<file path="src/rtl/dvrt_pkg.sv">
`timescale 1ns / 1ps
package dvrt_pkg;
  typedef enum logic [1:0] {
    ACT_NEIGHBOR = 2'd0,
    ACT_OWN      = 2'd1,
    ACT_ADVERT   = 2'd2,
    ACT_READ     = 2'd3
  } action_t;

  typedef enum logic [2:0] {
    ST_NO_CHANGE = 3'd0,
    ST_ADDED     = 3'd1,
    ST_IMPROVED  = 3'd2,
    ST_UNKNOWN   = 3'd3,
    ST_FULL      = 3'd4
  } status_t;

  typedef struct packed {
    logic [1:0]  action;
    logic [31:0] peer_addr;
    logic [15:0] peer_port;
    logic [31:0] dest_addr;
    logic [15:0] dest_port;
    logic [15:0] cost;
    logic        last;
    logic [4:0]  slot;
  } in_item_t;

  typedef struct packed {
    logic [2:0]  status;
    logic [15:0] route_cost;
    logic [31:0] hop_addr;
    logic [15:0] hop_port;
    logic [31:0] route_dest_addr;
    logic [15:0] route_dest_port;
    logic        slot_valid;
    logic        converged;
  } out_item_t;

  localparam int unsigned KeyW = 48;
  localparam int unsigned CostW = 16;
  localparam logic [CostW-1:0] CostMax = '1;
  localparam logic [3:0] CountMax = 4'd15;
endpackage

</file>
<file path="src/rtl/dvrt_fifo.sv">
`timescale 1ns / 1ps
module dvrt_fifo
  import dvrt_pkg::*;
(
  input  logic     clk,
  input  logic     rst_n,
  input  logic     wr_valid,
  output logic     wr_stall,
  input  in_item_t wr_item,
  output logic     rd_valid,
  input  logic     rd_take,
  output in_item_t rd_item
);
  in_item_t   mem_r [2];
  logic       wp_r, wp_nxt, rp_r, rp_nxt;
  logic [1:0] cnt_r, cnt_nxt;
  logic       push, pop;

  assign wr_stall = (cnt_r == 2'd2);
  assign rd_valid = (cnt_r != 2'd0);
  assign rd_item  = mem_r[rp_r];
  assign push     = wr_valid && !wr_stall;
  assign pop      = rd_valid && rd_take;

  always_comb begin
    wp_nxt  = push ? ~wp_r : wp_r;
    rp_nxt  = pop ? ~rp_r : rp_r;
    cnt_nxt = cnt_r + {1'b0, push} - {1'b0, pop};
  end

  always_ff @(posedge clk) begin
    if (!rst_n) begin
      wp_r  <= 1'b0;
      rp_r  <= 1'b0;
      cnt_r <= 2'd0;
    end else begin
      wp_r  <= wp_nxt;
      rp_r  <= rp_nxt;
      cnt_r <= cnt_nxt;
    end
    if (push) mem_r[wp_r] <= wr_item;
  end

  assert property (@(posedge clk) disable iff (!rst_n) cnt_r <= 2'd2)
    else $error("queue count overflow");
  assert property (@(posedge clk) disable iff (!rst_n) (cnt_r == 2'd0) |-> !pop)
    else $error("pop from empty queue");
  assert property (@(posedge clk) disable iff (!rst_n)
    (cnt_r == 2'd2 && !pop) |=> cnt_r == 2'd2)
    else $error("full queue lost an entry");
endmodule

</file>
<file path="config.mk">
export PLATFORM = sky130hd
export DESIGN_NAME = dvrt_fifo
export DESIGN_NICKNAME = d
export VERILOG_FILES = /design/src/rtl/dvrt_pkg.sv /design/src/rtl/dvrt_fifo.sv
export SDC_FILE = /design/constraint.sdc
export NUM_CORES = 1
export LEC_CHECK = 0
export BUFFER_PORTS_ARGS = -buffer_cell sky130_fd_sc_hd__buf_2
export CAP_MARGIN = 10
export CORE_AREA = 2 2 196 198
export DETAILED_ROUTE_END_ITERATION = 8
export DIE_AREA = 0 0 198 200
export GPL_ROUTABILITY_DRIVEN = 0
export GPL_TIMING_DRIVEN = 0
export PLACE_DENSITY = 0.4
export SKIP_LAST_GASP = 1
export SYNTH_ARGS = -nofsm -noshare
export SYNTH_HDL_FRONTEND = slang
export SYNTH_SLANG_ARGS = --single-unit
</file>
<file path="constraint.sdc">
create_clock -name clk -period 7.75 [get_ports clk]
set_input_delay 0.775 -clock clk [delete_from_list [all_inputs] [get_ports clk]]
set_output_delay 0.775 -clock clk [all_outputs]
set_load 0.05 [all_outputs]
</file>
**Yosys cells after proc, flatten, opt, wreduce, memory -nomap -nowiden**

Memory sizes are Yosys's and may differ from the RTL's. A register that Yosys moved wholly into a read port is not among the register bits.
Index checks and enable logic that the tools add are counted.

- Register bits after elaboration: 4
- Memory bits (writable): 240
- Input bits: 124
- Output and inout port bits: 122
- Logic and storage cells: 17
- Memories: 1

Memory list:

| name | words | bits a word | read ports | clocked after memory_dff | write ports | RTL line | source |
|---|---|---|---|---|---|---|---|
| mem_r | 2 | 120 | 1 | 1 | 1 | dvrt_fifo.sv:14 | `in_item_t mem_r [2];` |

- Add/subtract/negate cells: 2
- Equality and inequality tests: 1
- Mux-type cells: 4
- Bitwise logic cells: 2
- Reductions and logical operators: 4

Operators by type and width:

| operator | count |
|---|---|
| $mux 1 | 4 |
| $add 2x1->2 | 1 |
| $eq 2x2->1 const B | 1 |
| $logic_and 1x1->1 | 2 |
| $not 1->1 | 2 |
| $reduce_bool 2->1 | 1 |
| $sub 2x1->2 | 1 |
| $logic_not 1->1 | 1 |

**Logic depth before layout (Yosys ltp)**

- Depth in word-level cells: 5
- Depth in mapped cells: 8
- Mapped depth without buffers: 8

**Worst setup path before layout**

Ideal clock, no wire load.

- Kind: input to register
- Start point: input port wr_valid
- End point: memory mem_r[0][0] in the netlist's numbering (enable)
- Library setup time: 0.600 ns
- Arrival: 5.857 ns
- Path slack: 1.293 ns
- Stages on the path: 2
- Cells stage by stage: nand2_1 -> nor2_1

- Word-level cells in the longest chain between the ends: 3

RTL lines:

| element | RTL line | source |
|---|---|---|
| from (decl) | dvrt_fifo.sv:7 | `input logic wr_valid,` |
| $logic_and 1x1->1 | dvrt_fifo.sv:22 | `assign push = wr_valid && !wr_stall;` |
| $mux 1 | dvrt_fifo.sv:41 | `if (push) mem_r[wp_r] <= wr_item;` |
| $mux 1 (implied by the code) | dvrt_fifo.sv:41 |  |
| to (decl) | dvrt_fifo.sv:14 |  |

No other way between the ends.

==> flow_summary.json <==
{
  "crit_buf_inv": 3,
  "crit_slowest_cell": "dfxtp_1",
  "multi_input_area_sq_mm": 0.00149,
  "clock_path_buffers": 3,
  "drc": 0,
  "fin_crit_sh": 0.349,
  "syn_area_sq_mm": 0.00893,
  "die_w_microns": 198,
  "ant_nets": 0,
  "final_cells": 1212,
  "cts.clk_slew.worst_paths_ns": 0.06,
  "max_freq_mhz": 370,
  "critPathLaunchType": "register",
  "rsz0062_at_grt": "no",
  "dr.pass1.iters": 4,
  "synth_seq_cells": 245,
  "fp.coreArea_sq_mm": 0.0374,
  "die_y_microns": 200,
  "grt_start_max_net_pins": 64,
  "synthAdderAreaFrac": 0.00280,
  "syn-num-nets": 525,
  "synth_xor_area_frac": 0.00294,
  "grt_pass1_vias": 5057,
  "critPathTopFamily": "buffers and inverters",
  "yosys.area.top_type": "edfxtp_1",
  "grt.total_usage": 0.0949,
  "syn_inst": 399,
  "ir_drop_mv": 0.280,
  "max_stage_delay_ns": 0.35,
  "dp_cells": 1160,
  "ff_latch_area_sq_mm": 0.00731,
  "finalWirelength_microns": 19700,
  "skew_ns": 0.0220,
  "synth-compound-area-share": 0.000841,
  "antenna_found_initial": 1,
  "io_buffers": 245,
  "finalMaxSlewViolations": 0,
  "synth_top_family_by_area": "multiplexers",
  "dpl.hpwl_microns": 13600,
  "hold_class": "in2reg",
  "slew_headroom": 0.407,
  "start_util": 0.239,
  "critPathMostFrequentCell": "buf_6",
  "grt_overflow": 0,
  "p_leak_nw": 4.34,
  "synth.distinct_cells": 17,
  "fin_crit_ns": 2.71,
  "h-tree-depth": 1,
  "tightest_slew_ns": 0.889,
  "numCtsBuffers": 29,
  "numClockSinks": 245,
  "num-fill-cells": 3709,
  "wire_per_inst_microns": 16.2,
  "drtIter0Drc": 121,
  "worstPathRequired_ns": 6.97,
  "cap_violations": 0,
  "layout_common_cells": "buf_2, edfxtp_1, mux2_2",
  "synthTopCellsByArea": "edfxtp_1, mux2_2, buf_6",
  "area_delta_synth_final_pct": 32.4,
  "cp-end-kind": "output port",
  "tritoncts": "yes",
  "place_area_sq_mm": 0.0109,
  "die-area_sq_mm": 0.0396,
  "final_common_cell": "buf_2",
  "final_area_sq_mm": 0.0118,
  "hold_viol_final": 0,
  "insertion_delay_ns": 0.56,
  "rows": 71,
  "ctsHoldBuffers": 0,
  "cts_resized": 0,
  "status": "completed",
  "power_density_mw_per_mm2": 380,
  "setup_violations": 0,
  "yosys.area_share.simple": 0.00603,
  "via_per_inst": 3.81,
  "drive_gt1_frac": 0.605,
  "yosys_warnings": 0,
  "grt_pass1_wl_microns": 28600,
  "diodes": 0,
  "root_buffer": "clkbuf_16",
  "cp_max_fo": 10,
  "vias": 4615,
  "synthMuxAreaShare": 0.153,
  "crit_arrival_ns": 1.93,
  "setup_tns_ns": 0,
  "nets": 806,
  "cp_cell_sequence": "buf_6 -> buf_6 -> mux2_2 -> buf_2",
  "crit_type": "reg2out",
  "syn_avg_cell_area_sq_um": 22.4,
  "synth.yosys.seq_area_share": 0.819,
  "ioPinCount": 246,
  "synth_top_cell_area_share": 0.807,
  "cts_setup_buffers": 0
}
## cells in the mapped netlist
library cell,count
buf_2,2
nor2_1,4
mux2_2,120
or2_2,1
edfxtp_1,240
nand2_1,2
xnor2_1,2
buf_6,11
o21a_1,1
ha_1,2
nand2b_1,2
and2_1,1
xor2_1,1
and3_1,1
inv_1,3
mux2i_1,1
dfxtp_1,5
## stage by stage
stage | total power (W) | utilization | hold slack, ns | setup WS [ns]
after floorplan | 0.00289 | - | 0.455 | 1.29
after global placement | 0.00326 | 0.289 | 0.468 | -1.81
after detailed placement | 0.00325 | 0.292 | 0.508 | 5.23
after CTS | 0.00458 | 0.316 | 0.358 | 4.94
after global routing | 0.00468 | 0.316 | 0.371 | 4.92
final | 0.00448 | 0.316 | 0.405 | 5.04
## logic make-up after synthesis
| kind of cell | after synthesis |
|---|---|
| AO/OA/AOI/OAI | 1 |
| adder cells (fa/ha/maj) | 2 |
| XOR/XNOR | 3 |
| AND/OR/NAND/NOR | 11 |
| buffers and inverters | 16 |
| multiplexers | 121 |
| flip-flops | 245 |
## routing by layer
metal  up-vias  part of all wire  GRT usage
met5         -           0.00071          0
met4         2             0.030     0.0326
li1       2155                 -          -
met2       137              0.52      0.172
met1      2281              0.38      0.103
met3        40             0.067     0.0336
## power breakdown
part / internal, W / total, W / switching, W / leakage [nW]
logic: 0.000424 / 0.00149 / 0.00107 / 1.61
clock network: 0.000781 / 0.00129 / 0.000513 / 0.444
registers: 0.00166 / 0.00170 / 0.0000379 / 2.28
total: 0.00287 / 0.00448 / 0.00162 / 4.34
## registers in the layout, indices dropped and copies added (netlist names), named ones only
signal	cells
mem_r	240
cnt_r	2
rp_r	1
wp_r	1
## final timing paths
check / depth (start not counted) / start / to / slack, ns
hold / removal: 1 / wr_item[119] / mem_r[1][119] / 0.40
hold reg to reg: 2 / rp_r / rp_r / 0.52
setup reg to reg: 3 / cnt_r[0] / mem_r[1][42] / 5.60
setup / recovery: 4 / register / rd_item[116] / 5.04
## layout make-up
class,instances,area share
sequential,245,0.618
multi-input combinational,138,0.126
timing repair buffer,250,0.113
clock buffer,36,0.0636
tap,511,0.0541
clock inverter,16,0.0130
buffer,13,0.0113
inverter,3,0.000953
No activity file was read; power rests on OpenSTA's default activity.
